$ cat src/design/assert_macros.svh
// Assertion helpers shared by crr_input and crr_output.
`ifndef ASSERT_MACROS_SVH
`define ASSERT_MACROS_SVH

// Same-cycle implication, disabled while reset is high.
`define CRR_ASSERT_IMP(lbl, clk, rst, ante, cons) \
   lbl: assert property (@(posedge clk) disable iff (rst) (ante) |-> (cons)) \
      else $error("assertion failed");

// Next-cycle implication, disabled while reset is high.
`define CRR_ASSERT_NEXT(lbl, clk, rst, ante, cons) \
   lbl: assert property (@(posedge clk) disable iff (rst) (ante) |=> (cons)) \
      else $error("assertion failed");

`endif

$ cat src/design/crr_pkg.sv
`default_nettype none

package crr_pkg;

   // Default screen and line buffer geometry
   localparam int SCREEN_WIDTH_DEF  = 480;
   localparam int SCREEN_HEIGHT_DEF = 320;
   localparam int BUFFER_LINES_DEF  = 24;

   // Field and internal widths
   localparam int AREA_W         = 12;
   localparam int COORD_W        = 14;
   localparam int COUNT_W        = 24;
   localparam int PIXEL_W        = 16;
   localparam int SCREEN_COORD_W = 9;
   localparam int CHAN_W         = 8;
   localparam int CSR_INDEX_W    = 2;
   localparam int RSP_FIELDS_W   = 3 * CHAN_W + 2 * SCREEN_COORD_W;
   localparam int RSP_DATA_W     = 48;

   typedef enum logic [CSR_INDEX_W-1:0] {
      CSR_AREA_LEFT   = 2'd0,
      CSR_AREA_TOP    = 2'd1,
      CSR_AREA_RIGHT  = 2'd2,
      CSR_AREA_BOTTOM = 2'd3
   } csr_index_type;

   // Source rectangle corners as written
   typedef struct packed {
      logic signed [AREA_W-1:0] left;
      logic signed [AREA_W-1:0] top;
      logic signed [AREA_W-1:0] right;
      logic signed [AREA_W-1:0] bottom;
   } area_type;

   // Rectangle clipped to the screen; valid when it is shown at all
   typedef struct packed {
      logic                      valid;
      logic signed [COORD_W-1:0] x_lo;
      logic signed [COORD_W-1:0] x_hi;
      logic signed [COORD_W-1:0] y_lo;
      logic signed [COORD_W-1:0] y_hi;
   } window_type;

   // One accepted pixel with its screen position
   typedef struct packed {
      logic [PIXEL_W-1:0]        pixel;
      logic signed [COORD_W-1:0] x;
      logic signed [COORD_W-1:0] y;
   } stage_type;

endpackage

`default_nettype wire

$ cat src/design/crr_window.sv
`default_nettype none

module crr_window
   import crr_pkg::*;
#(
   parameter int SCREEN_WIDTH  = SCREEN_WIDTH_DEF,
   parameter int SCREEN_HEIGHT = SCREEN_HEIGHT_DEF,
   parameter int BUFFER_LINES  = BUFFER_LINES_DEF
) (
   input  wire logic                   clock,
   input  wire logic                   reset,
   input  wire logic                   csr_we,
   input  wire logic [CSR_INDEX_W-1:0] csr_index,
   input  wire logic [AREA_W-1:0]      csr_wdata,
   output area_type                    area,
   output window_type                  window
);

   localparam logic signed [COORD_W-1:0] X_MAX = COORD_W'(SCREEN_WIDTH - 1);
   localparam logic signed [COORD_W-1:0] Y_MAX = COORD_W'(SCREEN_HEIGHT - 1);
   localparam logic [COUNT_W-1:0] LIMIT = COUNT_W'(SCREEN_WIDTH * BUFFER_LINES);

   area_type   area_ff, area_in;
   window_type window_ff, window_in;

   logic signed [COORD_W-1:0] left_x, top_y, right_x, bottom_y;
   logic signed [COORD_W-1:0] clip_w, clip_h;
   logic [AREA_W-1:0]         clip_w_u, clip_h_u;
   logic [COUNT_W-1:0]        count;
   logic                      on_screen, nonempty;

   // Write the corner registers
   always_comb begin
      area_in = area_ff;
      if (csr_we) begin
         case (csr_index_type'(csr_index))
            CSR_AREA_LEFT:   area_in.left   = csr_wdata;
            CSR_AREA_TOP:    area_in.top    = csr_wdata;
            CSR_AREA_RIGHT:  area_in.right  = csr_wdata;
            CSR_AREA_BOTTOM: area_in.bottom = csr_wdata;
            default: ;
         endcase
      end
   end

   // Clip the rectangle to the screen and size the result
   always_comb begin
      left_x   = {{(COORD_W-AREA_W){area_ff.left[AREA_W-1]}},   area_ff.left};
      top_y    = {{(COORD_W-AREA_W){area_ff.top[AREA_W-1]}},    area_ff.top};
      right_x  = {{(COORD_W-AREA_W){area_ff.right[AREA_W-1]}},  area_ff.right};
      bottom_y = {{(COORD_W-AREA_W){area_ff.bottom[AREA_W-1]}}, area_ff.bottom};

      on_screen = !(right_x < 0 || bottom_y < 0 || left_x > X_MAX || top_y > Y_MAX);
      nonempty  = (right_x >= left_x) && (bottom_y >= top_y);

      window_in.x_lo = (left_x < 0) ? '0 : left_x;
      window_in.y_lo = (top_y < 0) ? '0 : top_y;
      window_in.x_hi = (right_x > X_MAX) ? X_MAX : right_x;
      window_in.y_hi = (bottom_y > Y_MAX) ? Y_MAX : bottom_y;

      clip_w   = window_in.x_hi - window_in.x_lo + COORD_W'(1);
      clip_h   = window_in.y_hi - window_in.y_lo + COORD_W'(1);
      clip_w_u = clip_w[AREA_W-1:0];
      clip_h_u = clip_h[AREA_W-1:0];
      count    = COUNT_W'(clip_w_u) * COUNT_W'(clip_h_u);

      window_in.valid = on_screen && nonempty && (count <= LIMIT);
   end

   always_ff @(posedge clock) begin
      if (reset) begin
         area_ff         <= '0;
         window_ff.valid <= 1'b0;
      end else begin
         area_ff         <= area_in;
         window_ff.valid <= window_in.valid;
      end
      window_ff.x_lo <= window_in.x_lo;
      window_ff.x_hi <= window_in.x_hi;
      window_ff.y_lo <= window_in.y_lo;
      window_ff.y_hi <= window_in.y_hi;
   end

   assign area   = area_ff;
   assign window = window_ff;

endmodule

`default_nettype wire

$ cat src/design/crr_input.sv
`default_nettype none

`include "assert_macros.svh"

module crr_input
   import crr_pkg::*;
(
   input  wire logic               clock,
   input  wire logic               reset,
   input  wire logic               req_tvalid,
   output logic                    req_tready,
   input  wire logic [PIXEL_W-1:0] req_tdata,
   input  wire area_type           area,
   input  wire logic               csr_we,
   input  wire logic               s_go,
   output logic                    s_valid,
   output stage_type               stage
);

   logic [AREA_W-1:0] col_ff, col_in, row_ff, row_in;
   logic              s_valid_ff, s_valid_in;
   stage_type         stage_ff, stage_in;

   logic signed [COORD_W-1:0] left_x, top_y, right_x, bottom_y;
   logic signed [COORD_W-1:0] src_w, src_h;
   logic [AREA_W:0]           col_next, row_next;
   logic                      nonempty, accept, col_ok, row_ok;

   // Source rectangle size
   always_comb begin
      left_x   = {{(COORD_W-AREA_W){area.left[AREA_W-1]}},   area.left};
      top_y    = {{(COORD_W-AREA_W){area.top[AREA_W-1]}},    area.top};
      right_x  = {{(COORD_W-AREA_W){area.right[AREA_W-1]}},  area.right};
      bottom_y = {{(COORD_W-AREA_W){area.bottom[AREA_W-1]}}, area.bottom};
      src_w    = right_x - left_x + COORD_W'(1);
      src_h    = bottom_y - top_y + COORD_W'(1);
      nonempty = (src_w > 0) && (src_h > 0);
   end

   assign req_tready = !reset && (!s_valid_ff || s_go);
   assign accept     = req_tvalid && req_tready;
   assign col_next   = {1'b0, col_ff} + (AREA_W+1)'(1);
   assign row_next   = {1'b0, row_ff} + (AREA_W+1)'(1);

   // Capture the request and advance the raster counters
   always_comb begin
      col_in     = col_ff;
      row_in     = row_ff;
      stage_in   = stage_ff;
      s_valid_in = s_valid_ff && !s_go;
      if (accept) begin
         s_valid_in     = nonempty;
         stage_in.pixel = req_tdata;
         stage_in.x     = left_x + COORD_W'(col_ff);
         stage_in.y     = top_y + COORD_W'(row_ff);
      end
      if (csr_we) begin
         col_in = '0;
         row_in = '0;
      end else if (accept) begin
         if (!nonempty) begin
            col_in = '0;
            row_in = '0;
         end else if (col_next >= src_w[AREA_W:0]) begin
            col_in = '0;
            row_in = (row_next >= src_h[AREA_W:0]) ? '0 : row_next[AREA_W-1:0];
         end else begin
            col_in = col_next[AREA_W-1:0];
         end
      end
   end

   always_ff @(posedge clock) begin
      if (reset) begin
         col_ff     <= '0;
         row_ff     <= '0;
         s_valid_ff <= 1'b0;
      end else begin
         col_ff     <= col_in;
         row_ff     <= row_in;
         s_valid_ff <= s_valid_in;
      end
      stage_ff <= stage_in;
   end

   assign s_valid = s_valid_ff;
   assign stage   = stage_ff;

   // Counters stay inside the rectangle and rest at zero when it is empty
   assign col_ok = {1'b0, col_ff} < src_w[AREA_W:0];
   assign row_ok = {1'b0, row_ff} < src_h[AREA_W:0];

   `CRR_ASSERT_IMP(a_counters_in_rect, clock, reset, nonempty, col_ok && row_ok)
   `CRR_ASSERT_IMP(a_counters_idle_empty, clock, reset, !nonempty, col_ff == '0 && row_ff == '0)

endmodule

`default_nettype wire

$ cat src/design/crr_output.sv
`default_nettype none

`include "assert_macros.svh"

module crr_output
   import crr_pkg::*;
(
   input  wire logic                  clock,
   input  wire logic                  reset,
   input  wire window_type            window,
   input  wire logic                  s_valid,
   input  wire stage_type             stage,
   output logic                       s_go,
   output logic                       rsp_tvalid,
   input  wire logic                  rsp_tready,
   output logic [RSP_DATA_W-1:0]      rsp_tdata,
   output logic                       rsp_tlast
);

   logic                    out_valid_ff, out_valid_in;
   logic [RSP_FIELDS_W-1:0] data_ff, data_in;
   logic                    last_ff, last_in;
   logic                    hit, out_free, load;
   logic [CHAN_W-1:0]       red, green, blue;

   // Widen a 5-bit channel to 6 bits and place it in bits 7..2
   function automatic logic [CHAN_W-1:0] widen5(input logic [4:0] v);
      return {v, v[4], 2'b00};
   endfunction

   // Test the pixel against the clipped window
   assign hit = window.valid &&
                stage.x >= window.x_lo && stage.x <= window.x_hi &&
                stage.y >= window.y_lo && stage.y <= window.y_hi;

   assign out_free = !out_valid_ff || rsp_tready;
   assign s_go     = s_valid && (out_free || !hit);
   assign load     = s_valid && hit && out_free;

   // Convert the color and pack the result
   always_comb begin
      red          = widen5(stage.pixel[15:11]);
      green        = {stage.pixel[10:5], 2'b00};
      blue         = widen5(stage.pixel[4:0]);
      data_in      = data_ff;
      last_in      = last_ff;
      out_valid_in = out_valid_ff && !rsp_tready;
      if (load) begin
         out_valid_in = 1'b1;
         data_in      = {stage.y[SCREEN_COORD_W-1:0], stage.x[SCREEN_COORD_W-1:0],
                         blue, green, red};
         last_in      = (stage.x == window.x_hi) && (stage.y == window.y_hi);
      end
   end

   always_ff @(posedge clock) begin
      if (reset) begin
         out_valid_ff <= 1'b0;
      end else begin
         out_valid_ff <= out_valid_in;
      end
      data_ff <= data_in;
      last_ff <= last_in;
   end

   assign rsp_tvalid = out_valid_ff;
   assign rsp_tdata  = {(RSP_DATA_W-RSP_FIELDS_W)'(0), data_ff};
   assign rsp_tlast  = last_ff;

   // A pixel outside the window never raises a response
   `CRR_ASSERT_NEXT(a_miss_no_rsp, clock, reset, s_valid && !hit && !out_valid_ff, !out_valid_ff)
   // A loaded pixel shows up in the output register
   `CRR_ASSERT_NEXT(a_load_shown, clock, reset, load, out_valid_ff && data_ff == $past(data_in))

endmodule

`default_nettype wire

$ cat src/design/clip_rgb565_to_rgb666_stream.sv
// Clips a signed source rectangle to the screen and converts its RGB565 pixels,
// taken in raster order, to RGB666 bytes with their screen coordinates. Set the
// four corner registers while the stream is idle; any write restarts the raster
// counters. Throughput is one pixel per clock while responses are taken. From
// request to response, an input stage holds the pixel and its position, and an
// output register holds the response. While a response waits, the input stage
// takes one more request and then stalls on a pixel inside the window; pixels
// outside it keep draining. Pixels outside the clipped window, or of a rectangle
// that is off screen, empty or larger than SCREEN_WIDTH * BUFFER_LINES pixels
// after clipping, are consumed without a response. The clip limits are
// registered from the corner registers that a write updates.
`default_nettype none

module clip_rgb565_to_rgb666_stream
   import crr_pkg::*;
#(
   parameter int SCREEN_WIDTH  = SCREEN_WIDTH_DEF,
   parameter int SCREEN_HEIGHT = SCREEN_HEIGHT_DEF,
   parameter int BUFFER_LINES  = BUFFER_LINES_DEF
) (
   input  wire logic                   clock,
   input  wire logic                   reset,
   // Request stream
   input  wire logic                   req_tvalid,
   output logic                        req_tready,
   input  wire logic [PIXEL_W-1:0]     req_tdata,   // pixel_rgb565[15:0]
   // Response stream
   output logic                        rsp_tvalid,
   input  wire logic                   rsp_tready,
   output logic [RSP_DATA_W-1:0]       rsp_tdata,   // red_byte[7:0], green_byte[15:8],
                                                    // blue_byte[23:16], screen_x[32:24],
                                                    // screen_y[41:33], zero[47:42]
   output logic                        rsp_tlast,   // last_pixel
   // Register write port
   input  wire logic                   csr_we,
   input  wire logic [CSR_INDEX_W-1:0] csr_index,
   input  wire logic [AREA_W-1:0]      csr_wdata
);

   area_type   area;
   window_type window;
   stage_type  stage;
   logic       s_valid, s_go;

   crr_window #(
      .SCREEN_WIDTH  (SCREEN_WIDTH),
      .SCREEN_HEIGHT (SCREEN_HEIGHT),
      .BUFFER_LINES  (BUFFER_LINES)
   ) u_window (
      .clock     (clock),
      .reset     (reset),
      .csr_we    (csr_we),
      .csr_index (csr_index),
      .csr_wdata (csr_wdata),
      .area      (area),
      .window    (window)
   );

   crr_input u_input (
      .clock      (clock),
      .reset      (reset),
      .req_tvalid (req_tvalid),
      .req_tready (req_tready),
      .req_tdata  (req_tdata),
      .area       (area),
      .csr_we     (csr_we),
      .s_go       (s_go),
      .s_valid    (s_valid),
      .stage      (stage)
   );

   crr_output u_output (
      .clock      (clock),
      .reset      (reset),
      .window     (window),
      .s_valid    (s_valid),
      .stage      (stage),
      .s_go       (s_go),
      .rsp_tvalid (rsp_tvalid),
      .rsp_tready (rsp_tready),
      .rsp_tdata  (rsp_tdata),
      .rsp_tlast  (rsp_tlast)
   );

endmodule

`default_nettype wire
$ cat config.mk
export PLATFORM = sky130hd
export DESIGN_NAME = clip_rgb565_to_rgb666_stream
export DESIGN_NICKNAME = d
export VERILOG_FILES = /design/src/design/crr_pkg.sv /design/src/design/crr_window.sv /design/src/design/crr_input.sv /design/src/design/crr_output.sv /design/src/design/clip_rgb565_to_rgb666_stream.sv
export VERILOG_INCLUDE_DIRS = /design/src /design/src/design
export SDC_FILE = /design/constraint.sdc
export NUM_CORES = 1
export LEC_CHECK = 0
export ABC_AREA = 1
export BUFFER_PORTS_ARGS = -buffer_cell sky130_fd_sc_hd__buf_2
export CORE_MARGIN = 5
export CORE_UTILIZATION = 53
export DETAILED_ROUTE_END_ITERATION = 16
export PLACE_DENSITY_LB_ADDON = 0.25
export SYNTH_ARGS = -nofsm -noshare
export SYNTH_HDL_FRONTEND = slang
export SYNTH_SLANG_ARGS = --single-unit
$ cat constraint.sdc
create_clock -name clock -period 9.5 [get_ports clock]
set_input_delay 0.95 -clock clock [delete_from_list [all_inputs] [get_ports clock]]
set_output_delay 0.95 -clock clock [all_outputs]
set_load 0.01 [all_outputs]
# Yosys cells after proc, flatten, opt, wreduce, memory -nomap -nowiden
# Index checks and enable logic that the tools add are counted.
[word_totals]
ff_bits = 212
latchBits = 0
mem_bits_rw = 0
mem_bits_ro = 0
in_bits = 35
output_inout_bits = 51
wordCells = 103
memories = 0
[classes]
n_addsub = 12
mul = 1
div = 0
n_lt_le_gt_ge = 19
n_eq_ne = 6
shifts = 0
mux = 11
n_bitwise = 0
reduce_logical = 36
[op_table]
columns = ["cell", "n"]
rows = [
  ["2-to-1 mux 12 bit", 5],
  ["2-to-1 mux 14 bit", 4],
  ["greater-than comparator 12 x 10 -> 1 bit (second input constant)", 4],
  ["< comparator 12 x 1 -> 1 bit (second input constant)", 4],
  ["adder 12 x 13 -> 14 bit", 2],
  ["adder 13 x 2 -> 14 bit (second input constant)", 2],
  ["equality test 14 bit", 2],
  [">= comparator 14 bit", 2],
  ["greater-than comparator 14 x 1 -> 1 bit (second input constant)", 2],
  ["<= comparator 14 bit", 2],
  ["adder 12 x 1 -> 13 bit (second input constant)", 2],
  [">= comparator 13 bit", 2],
  ["subtractor 12 x 12 -> 13 bit", 2],
  ["adder 12 x 2 -> 12 bit (second input constant)", 2],
  [">= comparator 12 bit", 2],
  ["<= comparator 24 x 14 -> 1 bit (second input constant)", 1],
  ["multiplier 12 x 12 -> 24 bit", 1],
  ["subtractor 12 bit", 2],
  ["logical AND 1 bit", 16],
  ["AND reduction 2 bit", 5],
  ["zero test 1 bit", 7],
  ["logical OR 1 bit", 6],
  ["equality test 2 bit (second input constant)", 2],
  ["equality test 2 x 1 -> 1 bit (second input constant)", 1],
  ["other kinds (4)", 5],
]

# Longest topological paths before layout
[depth]
depth_word = 12
ltp_mapped = 43
mapped_depth_nobuf = 43

# Cells and area by module
# A second synthesis with hierarchy kept.
[unflattened]
cells_unflattened = 2510
hier_area_um2 = 19451.2
[by_module_without_submodules]
columns = ["mod", "instances", "cells_per_inst", "area_per_inst_um2", "seq_area_each_um2"]
rows = [
  ["crr_window", 1, 1277, 9895.7, 1981.9],
  ["crr_input", 1, 889, 6676.4, 1821.7],
  ["crr_output", 1, 344, 2879.0, 1071.0],
]

# Worst setup path after synthesis
# No wires, ideal clock.
[synth_path]
kind = "reg-to-reg"
start = "register u_window.area_ff, in the netlist u_window.area[35]"
end = "register u_window.window_ff, in the netlist u_window.window[56]"
setup_time_ns = 0.111
arrival_ns = 7.244
t_required_ns = 9.389
slack_ns = 2.145
stages_incl_launch_ff = 34
path_buffers = 1
period_less_slack_ns = 7.355
path_cell_list = "dfxtp_1 clkbuf_1 nor2_1 ha_1 inv_1 ha_1 inv_1 fa_1 o31ai_1 a21oi_1 o21ai_1 nand2_1 nand2_1 a21oi_1 xor2_2 nor2_1 fa_1 inv_1 fa_1 inv_1 fa_1 fa_1 inv_1 fa_1 inv_1 ha_1 a21oi_1 nand2_1 a21oi_1 a21oi_1 or2_2 or2_2 nand3_1 nor2_1"
[synth_rtl]
columns = ["element", "line", "rtl"]
rows = [
  ["start: declaration", "crr_window.sv:23", "area_type area_ff, area_in;"],
  ["start signal: assignment", "crr_window.sv:75", "area_ff <= area_in;"],
  ["end: declaration", "crr_window.sv:24", "window_type window_ff, window_in;"],
]

# Worst setup path after layout
[layout_path]
start = "register u_window.area_ff, in the netlist u_window.area[9]"
end = "register u_window.window_ff, in the netlist u_window.window[56]"
[layout_between]
elab_chain_len = 7
word_cells_on_any_way = 15
classes_between = "add/sub: 2; mul: 1; order compare: 4; mux: 1; reduce/logical: 7"
[layout_rtl]
columns = ["element", "line", "rtl"]
rows = [
  ["greater-than comparator 12 x 10 -> 1 bit / < comparator 12 x 1 -> 1 bit (equally long branches)", "crr_window.sv:59, crr_window.sv:53", ""],
  ["2-to-1 mux 14 bit / logical OR 1 bit (equally long branches)", "crr_window.sv:59, crr_window.sv:53", ""],
  ["subtractor 12 bit / logical OR 1 bit (equally long branches)", "crr_window.sv:62, crr_window.sv:53", ""],
  ["adder 12 x 2 -> 12 bit / logical OR 1 bit (equally long branches)", "crr_window.sv:62, crr_window.sv:53", ""],
  ["multiplier 12 x 12 -> 24 bit / zero test 1 bit (equally long branches)", "crr_window.sv:65, crr_window.sv:53", ""],
  ["<= comparator 24 x 14 -> 1 bit / logical AND 1 bit (equally long branches)", "crr_window.sv:67", "window_in.valid = on_screen && nonempty && (count <= LIMIT);"],
  ["logical AND 1 bit (*)", "crr_window.sv:67", ""],
]
# Mark *: on every way between the ends. The rest lies on a longest branch, timed or not.
# A chain may end at the register's enable or synchronous reset.

==> impl_metrics.toml <==
[global_routing]
top_usage_layer = "met2"
track_usage = 0.254
grt_use_met1 = 0.330
grt_max_degree = 75
use_met3 = 0.0381
gr-usage-met2 = 0.427
antenna_found_initial = 2
grt-ovfl-total = 0
grt_pass1_wl_um = 79300
grt_pass1_vias = 15600

[yosys]
synth_area_leader_cell = "ha_1"
yosysMostFrequentCell = "inv_1"
ys_async_sr_fraction = 0
yosys_warnings = 0
syn_inst = 2345
synthFlopType = "dfxtp_1"
seq_area_frac_synth = 0.264
synth_edf_count = 79
syn_area_um2 = 18500
synth.area.top_cells = "ha_1 18%, dfxtp_1 14%, edfxtp_1 13%"
synth-seq-cells = 204
synth_commonest_cells = "464 x inv_1, 409 x nand2_1, 264 x ha_1, 256 x nor2_1, 157 x a21oi_1"
syn_area_per_cell_um2 = 7.87
synth_top_cell_area_share = 0.179
yosys.cell_types.count = 51

[die]
die_w_um = 197
die_area_um2 = 38700
die_height_um = 197
io_pins = 86
initial_core_util = 0.536
num_rows = 68
coreArea_um2 = 34500

[timing]
post-route-min-period_ps = 8030
maxSlewHeadroom = 0.345
period_share = 0.845
setup_viol = 0
clock_skew_ps = 13.1
worst_pin_slew_ps = 983
slew_viol_final = 0
timing.fmax_ghz = 0.125
finalSetupTns_ps = 0
grt_setup_unrepaired = "no"
hold_viol = 0

[setup_path]
reg2reg_depth = 34
slowest_stage = "fa_1"
r2r_end = "u_window.window[56]"
crit_family = "adder cells"
r2r-start = "u_window.area[9]"
arrival_ps = 8490
regToRegSetupSlack_ps = 1470
worst_path_most_repeated_cell = "inv_1"
cp-end-kind = "flip-flop"
critPathMaxStageDelay_ps = 540
start_kind = "flip-flop"
crit_type = "reg2reg"
critPathRequiredTime_ps = 9950
critPathMaxFanout = 8
path_buf_inv = 7

[clock_tree]
cts_made_buffers = 24
clk_latency_ps = 550
clockBufferDepth = 3
cts_sinks = 204
cts_tree = "built"
hold_buffers = 0
cts_resized = 0
root_buffer = "clkbuf_16"
cts_setup_buffers = 0
path_clk_slew_ps = 70
htreeDepth = 1

[layout]
drive_gt1_frac = 0.0698
nets = 2832
syn_to_final_growth_pct = 8.93

[drt]
wl_um = 49200
drc = 0
routed-via-count = 15500
antenna_left = 0
vias_per_cell = 5.35
drtIter0Drc = 1109
wl_per_cell_um = 17.0
first_pass_iters = 6

[worst_hold_path]
hold_start = "u_input.stage[32]"
hp-class = "reg2reg"
holdPathStages = 0
min_to = "u_output.data_ff[23]"

[place]
gp_congestion = 1.01
numPortBuffers = 73
dp_hpwl_um = 40300

[job]
cap_violations = 0

[outcome]
status = "finished, final reports clean"
## cell families after synthesis
family                     count (synthesis)  synth area share
buffers and inverters                    526             0.112
and+or+nand+nor                          866             0.200
other                                      1          0.000203
DFF                                      204             0.264
xor gates and xnor gates                  63            0.0315
AOI/OAI and AO/OA                        305            0.0882
adders and majority gates                380             0.305
## worst max path at each step
stage,slack (ps),end,cells past startpoint,start
6_report,1470,u_window.window[56],34,u_window.area[9]
5_1_grt,840,u_window.window[56],34,u_window.area[9]
4_1_cts,1550,u_window.window[56],32,u_window.area[35]
3_5_place_dp,1560,u_window.window[56],32,u_window.area[35]
3_3_place_gp,1680,u_window.window[56],32,u_window.area[35]
2_1_floorplan,2140,u_window.window[56],33,u_window.area[35]
## layout by cell type (no fill, tap or decap), drive strengths merged, types with 4 or more instances in the layout
cell type,instances
a21boi,5
a21oi,160
a31oi,5
and2,7
buf,78
clkbuf,36
clkinv,9
conb,14
dfxtp,125
edfxtp,79
fa,116
ha,264
inv,478
nand2,415
nand3,98
nand3b,6
nand4,40
nor2,260
nor3,19
o21a,4
o21ai,109
o21bai,10
o31ai,4
or2,17
xnor2,16
xor2,47
## cell type report
type,instances,area [um^2]
multi-input combinational,1628,11600
clock buffer,36,795
sequential,204,4870
fill,3080,14300
inverter,481,1810
timing repair buffer,78,403
tap,455,569
clock inverter,7,80.1
antenna,1,2.50
## sequential cells by signal (all words and copies together) (netlist names)
name	flops
u_input.col_ff	12
u_input.row_ff	12
u_input.s_valid	1
u_input.stage	44
u_output.data_ff	34
u_output.rsp_tlast	1
u_output.rsp_tvalid	1
u_window.area	48
u_window.window	51
## stage by stage
step / cell area, um^2 / hold slack, ps / worst slack, ps / utilization / instances
after detailed placement: 19200 / 406 / 1560 / 0.558 / 2846
after global routing: 20100 / 422 / 843 / 0.584 / 2889
after global placement: 19200 / 398 / 1680 / 0.558 / 2846
after floorplan: 18500 / 400 / 2140 / - / 2358
final: 20100 / 420 / 1470 / 0.584 / 2890
after CTS: 20100 / 420 / 1550 / 0.584 / 2889
## layer usage
| layer | wire length (um) | vias up |
|---|---|---|
| met5 | 13 | - |
| li1 | - | 7563 |
| met3 | 3390 | 118 |
| met1 | 20800 | 7261 |
| met4 | 2150 | 2 |
| met2 | 22800 | 514 |
Power is not shown: default switching activity piles up to over one toggle a cycle in this logic, so the estimate is an artifact.
